===== src/hw/rtl/cftx_pkg.sv =====
// Shared types, codes and length tables of the CAN FD transmit ring allocator.
// Depends on nothing; imported by the header formatter, the core and the checker.
`default_nettype none

package cftx_pkg;

	localparam int MAX_FRAME_BYTES = 64;
	localparam int S_TDATA_W = 48;
	localparam int S_TUSER_W = 2;
	localparam int M_TDATA_W = 56;

	localparam logic [1:0] CMD_SUBMIT = 2'd0;
	localparam logic [1:0] CMD_DONE = 2'd1;
	localparam logic [1:0] CMD_REMOTE = 2'd2;

	localparam logic [1:0] FMT_AUTO = 2'd0;
	localparam logic [1:0] FMT_CLASSIC = 2'd1;
	localparam logic [1:0] FMT_FD = 2'd2;

	localparam logic REG_FD_ENABLED = 1'b0;

	localparam logic [28:0] STD_ID_MAX = 29'h7FF;
	localparam logic [6:0] CLASSIC_MAX = 7'd8;
	localparam logic [6:0] MAX_LEN = 7'd64;

	typedef enum logic {
		ST_IDLE,
		ST_EXEC
	} st_t;

	typedef struct packed {
		logic [1:0] cmd;
		logic [28:0] frame_id;
		logic want_extended;
		logic [1:0] frame_format;
		logic brs_request;
		logic [6:0] payload_len;
		logic [3:0] remote_dlc;
	} req_t;

	typedef struct packed {
		logic fdf;
		logic brs;
		logic [3:0] dlc;
		logic [6:0] frame_len;
		logic [3:0] pad_bytes;
		logic [6:0] fp_base;
	} hdr_t;

	// Smallest FD DLC whose length covers len (len at most 64).
	function automatic logic [3:0] len_to_dlc(input logic [6:0] len);
		logic [3:0] d;
		if (len <= 7'd8) d = len[3:0];
		else if (len <= 7'd12) d = 4'd9;
		else if (len <= 7'd16) d = 4'd10;
		else if (len <= 7'd20) d = 4'd11;
		else if (len <= 7'd24) d = 4'd12;
		else if (len <= 7'd32) d = 4'd13;
		else if (len <= 7'd48) d = 4'd14;
		else d = 4'd15;
		return d;
	endfunction

	function automatic logic [6:0] dlc_to_len(input logic [3:0] dlc);
		logic [6:0] l;
		case (dlc)
			4'd9: l = 7'd12;
			4'd10: l = 7'd16;
			4'd11: l = 7'd20;
			4'd12: l = 7'd24;
			4'd13: l = 7'd32;
			4'd14: l = 7'd48;
			4'd15: l = 7'd64;
			default: l = {3'b000, dlc};
		endcase
		return l;
	endfunction

endpackage

`default_nettype wire


===== src/hw/rtl/cftx_hdr_fmt.sv =====
// Header formatter: frame format, bit rate switch, DLC, padded length and
// the 4-byte-rounded base footprint of a data frame. Depends on cftx_pkg.
`default_nettype none

module cftx_hdr_fmt (
	input wire logic fd_enabled,
	input wire logic [1:0] frame_format,
	input wire logic brs_request,
	input wire logic [6:0] payload_len,
	output cftx_pkg::hdr_t hdr
);
	import cftx_pkg::*;

	logic [6:0] len_sat;
	logic use_fd;
	logic [3:0] fd_dlc;
	logic [6:0] fd_len;
	logic [6:0] flen;

	always_comb begin
		len_sat = (payload_len > MAX_LEN) ? MAX_LEN : payload_len;
		use_fd = fd_enabled &&
			((frame_format == FMT_FD) || ((frame_format == FMT_AUTO) && (len_sat > CLASSIC_MAX)));
		fd_dlc = len_to_dlc(len_sat);
		fd_len = dlc_to_len(fd_dlc);
		hdr = '0;
		if (use_fd) begin
			hdr.fdf = 1'b1;
			hdr.brs = brs_request;
			hdr.dlc = fd_dlc;
			flen = fd_len;
			hdr.pad_bytes = 4'(fd_len - len_sat);
		end else begin
			// Classic frames are cut to eight bytes and never padded.
			flen = (len_sat > CLASSIC_MAX) ? CLASSIC_MAX : len_sat;
			hdr.dlc = flen[3:0];
		end
		hdr.frame_len = flen;
		hdr.fp_base = (flen + 7'd3) & ~7'd3;
	end

endmodule

`default_nettype wire


===== src/hw/rtl/cftx_fp_ram.sv =====
// Footprint queue storage: one write port and one read port with the
// read data registered. Depends on nothing.
`default_nettype none

module cftx_fp_ram #(
	parameter int DEPTH = 32,
	parameter int AW = 5
) (
	input wire logic clk,
	input wire logic we,
	input wire logic [AW-1:0] waddr,
	input wire logic [6:0] wdata,
	input wire logic re,
	input wire logic [AW-1:0] raddr,
	output logic [6:0] rdata
);

	logic [6:0] mem [DEPTH];

	always_ff @(posedge clk) begin
		if (we) begin
			mem[waddr] <= wdata;
		end
		if (re) begin
			rdata <= mem[raddr];
		end
	end

endmodule

`default_nettype wire


===== src/hw/rtl/canfd_tx_frame_ring_allocator_core.sv =====
// CAN FD transmit header formatter and ring space manager.
// Requests enter on the s_ stream (cmd in s_tuser, the rest in s_tdata);
// every request gives exactly one result on the m_ stream.
// A submit builds the frame header and reserves a footprint at the ring
// head, wrapping the head to zero when less than one maximal frame would
// remain; a transmit-done frees the oldest queued footprint; a remote
// request queues a zero footprint. Refused requests report accepted = 0.
// fd_enabled is written over the APB port at byte address 0.
// Timing: a request is taken in idle and executed in the execution state,
// which waits for a free output register; no new request is taken before
// the last one executes. A transmit-done uses the footprint memory read
// registered on intake; the result is in m_tdata the cycle after execution.
// A stalled result is held in the output register; one further request
// may be taken meanwhile, and it waits in execution until the output
// register is free, with s_tready low.
// Reset clears the ring head, the used count, the queue pointers, the
// level and fd_enabled; the queue memory needs no clearing.
`default_nettype none

module canfd_tx_frame_ring_allocator_core #(
	parameter int RING_BYTES = 1024,
	parameter int FIFO_DEPTH = 32
) (
	input wire logic clk,
	input wire logic arst_n,
	// s_tdata, lowest bit up: frame_id[28:0], want_extended, frame_format[1:0],
	// brs_request, payload_len[6:0], remote_dlc[3:0], zero fill
	input wire logic s_tvalid,
	output logic s_tready,
	input wire logic [cftx_pkg::S_TDATA_W-1:0] s_tdata,
	// s_tuser: cmd[1:0]
	input wire logic [cftx_pkg::S_TUSER_W-1:0] s_tuser,
	// m_tdata, lowest bit up: accepted, ide, fdf, brs, rtr, dlc[3:0],
	// frame_len[6:0], pad_bytes[3:0], buffer_offset[9:0], footprint[6:0],
	// used_bytes[10:0], space_ready, zero fill
	output logic m_tvalid,
	input wire logic m_tready,
	output logic [cftx_pkg::M_TDATA_W-1:0] m_tdata,
	input wire logic psel,
	input wire logic penable,
	input wire logic pwrite,
	input wire logic [2:0] paddr,
	input wire logic [31:0] pwdata,
	output logic [31:0] prdata,
	output logic pready
);
	import cftx_pkg::*;

	localparam int HW = $clog2(RING_BYTES);
	localparam int UW = $clog2(RING_BYTES + 1);
	localparam int PW = $clog2(FIFO_DEPTH);
	localparam int LW = $clog2(FIFO_DEPTH + 1);
	localparam logic [UW-1:0] USED_LIMIT = UW'(RING_BYTES - MAX_FRAME_BYTES);
	localparam logic [UW-1:0] RING_U = UW'(RING_BYTES);
	localparam logic [PW-1:0] PTR_LAST = PW'(FIFO_DEPTH - 1);
	localparam logic [LW-1:0] LEVEL_FULL = LW'(FIFO_DEPTH);

	st_t state_q, state_d;
	req_t req_s1;
	logic fd_enabled_q;
	logic [HW-1:0] head_q;
	logic [UW-1:0] used_q;
	logic [PW-1:0] rd_ptr_q, wr_ptr_q;
	logic [LW-1:0] level_q;
	logic m_tvalid_q;
	logic [M_TDATA_W-1:0] m_tdata_q;

	logic in_fire, exec_fire;
	hdr_t hdr;
	logic [6:0] ram_rdata;

	logic acc, ide, push, pop;
	logic [6:0] fp;
	logic [UW-1:0] next_sum, gap;
	logic [HW-1:0] head_d;
	logic [UW-1:0] used_d;
	logic [M_TDATA_W-1:0] res_word;
	logic [31:0] used_ext, off_ext;
	logic [9:0] res_off;
	logic res_ide, res_fdf, res_brs, res_rtr;
	logic [3:0] res_dlc, res_pad;
	logic [6:0] res_len;

	assign pready = 1'b1;
	assign prdata = (paddr[2] == REG_FD_ENABLED) ? {31'd0, fd_enabled_q} : 32'd0;

	always_ff @(posedge clk or negedge arst_n) begin
		if (!arst_n) begin
			fd_enabled_q <= 1'b0;
		end else if (psel && penable && pwrite && pready && (paddr[2] == REG_FD_ENABLED)) begin
			fd_enabled_q <= pwdata[0];
		end
	end

	always_comb begin
		state_d = state_q;
		s_tready = 1'b0;
		exec_fire = 1'b0;
		case (state_q)
			ST_IDLE: begin
				s_tready = 1'b1;
				if (s_tvalid) state_d = ST_EXEC;
			end
			ST_EXEC: begin
				if (!m_tvalid_q || m_tready) begin
					exec_fire = 1'b1;
					state_d = ST_IDLE;
				end
			end
			default: state_d = ST_IDLE;
		endcase
	end

	assign in_fire = s_tvalid && s_tready;

	always_ff @(posedge clk or negedge arst_n) begin
		if (!arst_n) state_q <= ST_IDLE;
		else state_q <= state_d;
	end

	always_ff @(posedge clk) begin
		if (in_fire) begin
			req_s1.cmd <= s_tuser;
			req_s1.frame_id <= s_tdata[28:0];
			req_s1.want_extended <= s_tdata[29];
			req_s1.frame_format <= s_tdata[31:30];
			req_s1.brs_request <= s_tdata[32];
			req_s1.payload_len <= s_tdata[39:33];
			req_s1.remote_dlc <= s_tdata[43:40];
		end
	end

	cftx_hdr_fmt u_hdr (
		.fd_enabled(fd_enabled_q),
		.frame_format(req_s1.frame_format),
		.brs_request(req_s1.brs_request),
		.payload_len(req_s1.payload_len),
		.hdr(hdr)
	);

	// The oldest footprint is fetched while the request is taken, so it is
	// ready when the request executes. Writes happen only in execution,
	// never in the cycle of a read, and the read pointer is already current.
	cftx_fp_ram #(
		.DEPTH(FIFO_DEPTH),
		.AW(PW)
	) u_ram (
		.clk(clk),
		.we(exec_fire && push),
		.waddr(wr_ptr_q),
		.wdata(fp),
		.re(in_fire),
		.raddr(rd_ptr_q),
		.rdata(ram_rdata)
	);

	always_comb begin
		acc = 1'b0;
		push = 1'b0;
		pop = 1'b0;
		fp = '0;
		head_d = head_q;
		used_d = used_q;
		res_ide = 1'b0;
		res_fdf = 1'b0;
		res_brs = 1'b0;
		res_rtr = 1'b0;
		res_dlc = '0;
		res_len = '0;
		res_pad = '0;
		res_off = '0;
		ide = (req_s1.frame_id > STD_ID_MAX) ? 1'b1 : req_s1.want_extended;
		next_sum = UW'(head_q) + UW'(hdr.fp_base);
		gap = (next_sum < RING_U) ? (RING_U - next_sum) : '0;
		off_ext = 32'(head_q);
		case (req_s1.cmd)
			CMD_SUBMIT: begin
				if ((used_q <= USED_LIMIT) && (level_q != LEVEL_FULL)) begin
					acc = 1'b1;
					push = 1'b1;
					res_ide = ide;
					res_fdf = hdr.fdf;
					res_brs = hdr.brs;
					res_dlc = hdr.dlc;
					res_len = hdr.frame_len;
					res_pad = hdr.pad_bytes;
					res_off = off_ext[9:0];
					// Too little room behind the new head: the tail gap is
					// charged to this frame and the head wraps.
					if (next_sum > USED_LIMIT) begin
						fp = hdr.fp_base + 7'(gap);
						head_d = '0;
					end else begin
						fp = hdr.fp_base;
						head_d = HW'(next_sum);
					end
					used_d = used_q + UW'(fp);
				end
			end
			CMD_DONE: begin
				if (level_q != '0) begin
					acc = 1'b1;
					pop = 1'b1;
					fp = ram_rdata;
					used_d = (UW'(ram_rdata) > used_q) ? '0 : used_q - UW'(ram_rdata);
				end
			end
			CMD_REMOTE: begin
				if (level_q != LEVEL_FULL) begin
					acc = 1'b1;
					push = 1'b1;
					res_ide = ide;
					res_rtr = 1'b1;
					res_dlc = (req_s1.remote_dlc > 4'd8) ? 4'd8 : req_s1.remote_dlc;
				end
			end
			default: acc = 1'b0;
		endcase
		used_ext = 32'(used_d);
		res_word = {7'd0, (used_d <= USED_LIMIT), used_ext[10:0], fp, res_off, res_pad,
			res_len, res_dlc, res_rtr, res_brs, res_fdf, res_ide, acc};
	end

	always_ff @(posedge clk or negedge arst_n) begin
		if (!arst_n) begin
			head_q <= '0;
			used_q <= '0;
			rd_ptr_q <= '0;
			wr_ptr_q <= '0;
			level_q <= '0;
		end else if (exec_fire) begin
			head_q <= head_d;
			used_q <= used_d;
			if (push) begin
				wr_ptr_q <= (wr_ptr_q == PTR_LAST) ? '0 : wr_ptr_q + 1'b1;
				level_q <= level_q + 1'b1;
			end
			if (pop) begin
				rd_ptr_q <= (rd_ptr_q == PTR_LAST) ? '0 : rd_ptr_q + 1'b1;
				level_q <= level_q - 1'b1;
			end
		end
	end

	always_ff @(posedge clk or negedge arst_n) begin
		if (!arst_n) m_tvalid_q <= 1'b0;
		else if (exec_fire) m_tvalid_q <= 1'b1;
		else if (m_tready) m_tvalid_q <= 1'b0;
	end

	always_ff @(posedge clk) begin
		if (exec_fire) m_tdata_q <= res_word;
	end

	assign m_tvalid = m_tvalid_q;
	assign m_tdata = m_tdata_q;

endmodule

`default_nettype wire


===== config.mk =====
export PLATFORM = sky130hd
export DESIGN_NAME = canfd_tx_frame_ring_allocator_core
export DESIGN_NICKNAME = d
export VERILOG_FILES = /design/src/hw/rtl/cftx_pkg.sv /design/src/hw/rtl/cftx_hdr_fmt.sv /design/src/hw/rtl/cftx_fp_ram.sv /design/src/hw/rtl/canfd_tx_frame_ring_allocator_core.sv
export SDC_FILE = /design/constraint.sdc
export NUM_CORES = 1
export LEC_CHECK = 0
export ABC_AREA = 1
export BUFFER_PORTS_ARGS = -buffer_cell sky130_fd_sc_hd__buf_2
export CAP_MARGIN = 40
export CORE_ASPECT_RATIO = 0.8
export CORE_MARGIN = 10
export CORE_UTILIZATION = 40
export DETAILED_ROUTE_END_ITERATION = 7
export GPL_TIMING_DRIVEN = 0
export PLACE_DENSITY = 0.55
export SLEW_MARGIN = 20
export SYNTH_ARGS = -nofsm -noshare
export SYNTH_HDL_FRONTEND = slang
export SYNTH_SLANG_ARGS = --single-unit

===== constraint.sdc =====
create_clock -name clk -period 8.7 [get_ports clk]
set_clock_uncertainty 0.05 [all_clocks]
set_input_delay 0.435 -clock clk [delete_from_list [all_inputs] [get_ports clk]]
set_output_delay 0.435 -clock clk [all_outputs]
set_load 0.05 [all_outputs]

==> results by group <==
Status
  – Outcome: finished, final reports clean

Power
  – Leak: 7.38 nW
  – Worst vdd ir: 0.249 mV
  – PwrDens: 367 nW/µm²

Critical path
  – Worst setup SP type: register
  – Required @ worst endpoint: 8.93 ns
  – Crit end category: register
  – Data arrival, critical path: 7.35 ns
  – Max incr delay on CP: 0.46 ns
  – Crit Path Max Fanout: 6
  – CP dominant cell by count: nand2_1
  – Kind of critical path: register to register
  – Crit-path slowest cell: xnor2_1

Layout
  – Number of diodes: 0
  – Total Nets Final: 1778
  – Finished Layout Cells: 2201
  – Share of cells above drive strength 1: 14.5%
  – Fillers: 3698
  – Area delta synth->final: 17.4%

Placed design
  – Placed Instances: 2130
  – DP Worst Slack: 1.61 ns
  – Gpl congestion: 0.882
  – Dpl hpwl: 31300 µm
  – I/O Buffers: 93

Global routing
  – Remaining Overflow, GRT: 0
  – First-pass GRT wire length: 67300 µm
  – Largest net degree at the start of global routing: 54
  – Vias in the first global route: 11100
  – GRT Total Usage: 18.0%
  – Initial antenna violation count: 1

CTS
  – CTS root buffer: clkbuf_16
  – Clock buffer depth: 3
  – Worst-Skew Late Latency: 0.55 ns
  – Sink Count: 351
  – Total CTS buffers: 38
  – Post-CTS Resized: 0
  – H-tree depth: 2
  – CTS tree: built
  – Clk slew on worst S/H paths: 0.06 ns

Floorplan
  – Core area: 39600 µm²
  – Die area: 48800 µm²
  – Ports: 183
  – Die width: 244 µm
  – Starting density of the core: 40.7%
  – Site Rows: 65
  – Die Y-Extent: 200 µm

Detailed routing
  – Starting DRT DRC Count: 1098
  – Average vias per placed instance: 5.19
  – Drt wl/cell: 19.9 µm
  – DRC Markers: 0
  – Final wirelength: 43800 µm
  – Antenna-violating nets left: 0
  – Initial DRT Pass Iterations: 7
  – Vias: 11400

STA
  – Slew Limit Fails: 0
  – Slew @ Worst Pin: 0.801 ns
  – Fin Setup TNS: 0 ns
  – Fin. Hold Viols: 0
  – Worst slew margin: 46.4%
  – Fmax: 140 MHz
  – RSZ-0062 raised after global routing: false
  – Crit path time final: 7.12 ns
  – Worst setup margin: 1.58 ns
  – Final Setup Violations: 0
  – Fin crit share: 81.8%

Worst hold path
  – Hold Crit Class: input pin to register

Synth
  – Mean post-synth cell area: 11.1 µm²
  – Main flop type after synthesis: edfxtp_1
  – Cell Area, Synth: 16100 µm²
  – Gate Count Post-Synth: 1454
  – Top post-synthesis cells by area: edfxtp_1, dfrtp_1, o21ai_0, nor2_1, nand2_1
  – Register area share after synthesis: 64.2%
  – Yosys warns: 0
  – Seq cells post-synth: 351
  – Most frequent cell after synthesis: edfxtp_1
  – Netlist cell types: 50
  – Synth area leader: edfxtp_1
  – Post-synth ARST share: 10.8%
  – Post-synth top cells: edfxtp_1, nor2_1, o21ai_0
  – Top cell type's share of synthesized area: 58.3%
  – EDFF count, synth: 313

Flow run
  – Max-Cap Viols: 0
[worst paths after layout]
check	from	end	slack [ns]	cells past startpoint
min in group asynchronous	arst_n	head_q[2]$_DFFE_PN0P_	0.29	2
setup / recovery	req_s1[5]$_DFFE_PP_	m_tdata[48]$_DFFE_PP_	1.58	46
hold / removal	s_tdata[32]	req_s1[11]$_DFFE_PP_	0.03	1
setup reg to reg	req_s1[5]$_DFFE_PP_	m_tdata[48]$_DFFE_PP_	1.58	46
hold reg to reg	level_q[5]$_DFFE_PN0P_	level_q[5]$_DFFE_PN0P_	0.43	1
max in group asynchronous	arst_n	rd_ptr_q[0]$_DFFE_PN0P_	7.80	3
[per-layer routing]
metal	global-route usage (%)	wire [µm]	vias up
met5	0	0	-
met4	4.48	784	0
met3	3.48	3260	65
met2	27.6	19400	390
met1	25.7	20400	5556
li1	-	-	5419
[where the power goes]
| part | internal [W] | switching, W |
|---|---|---|
| Combinational | 0.000829 | 0.00214 |
| Clock | 0.000926 | 0.000673 |
| Sequential | 0.00222 | 0.000145 |
| Total | 0.00398 | 0.00296 |
[cells by family (layout without fill, tap and decap cells)]
kind of cell / after synthesis / after routing / share of synthesized area [%]
xor gates and xnor gates: 25 / 25 / 1.41
DFF: 351 / 351 / 64.2
other: 2 / 42 / 0.0466
buffers and inverters: 225 / 396 / 6.24
adders and majority gates: 46 / 46 / 3.80
muxes: 1 / 1 / 0.0699
and+or+nand+nor: 498 / 498 / 13.3
AOI/OAI and AO/OA: 306 / 306 / 10.9
[critical path: cells and delay by family (launching register included)]
kind            cells  cell delay, ns
simple gates       26            2.72
fa+ha+maj           5            1.30
compound gates      5            1.06
buf+inv             8            0.73
xor+xnor            2            0.54
flops               1            0.45
[layout make-up]
type                            instances  area, µm²  share of cell area (%)
Clock buffer                           43        970                    5.13
Sequential cell                       351      10300                    54.7
Tap cell                              536        671                    3.55
Clock inverter                         22        239                    1.26
Multi-Input combinational cell        918       4980                    26.3
Inverter                              134        505                    2.67
Buffer                                 91        503                    2.66
Timing Repair Buffer                  106        703                    3.72
[state kept, by name (all words and copies together), names as in the netlist]
| register | flops |
|---|---|
| u_ram.rdata | 7 |
| level_q | 6 |
| m_tdata | 47 |
| head_q | 8 |
| rd_ptr_q | 5 |
| wr_ptr_q | 5 |
| used_q | 11 |
| req_s1 | 35 |
| state_q | 1 |
| m_tvalid | 1 |
| fd_enabled_q | 1 |
| u_ram.mem | 224 |
[placed cells by master, fill, tap and decap left out, types with 32 or more instances in the layout]
master     count
clkbuf_1      53
ha_1          41
nand3_1       62
edfxtp_1     313
buf_4         41
conb_1        42
inv_1        124
o22ai_1       42
o21ai_0      178
nor2_1       220
nand2_1      154
buf_2         93
dfrtp_1       38
clkbuf_16     38
a21oi_1       32
[through the flow]
stage                     hold WS (ns)  instance area, µm²  total power, W  util, %
final                           0.0256               18900         0.00693     47.8
after global routing           0.00559               18900         0.00739     47.8
after CTS                      0.00301               18900         0.00695     47.8
after detailed placement         0.327               17600         0.00534     44.6
after global placement           0.410               17400         0.00526     43.9
after floorplan                 0.0894               16300         0.00436        -
[timing repair]
| action | CTS | global route |
|---|---|---|
| hold endpoints to repair | 16 | 0 |
| hold buffers | 6 | 0 |
| buffers inserted | 0 | 0 |
Power figures use the tool's default switching activity.
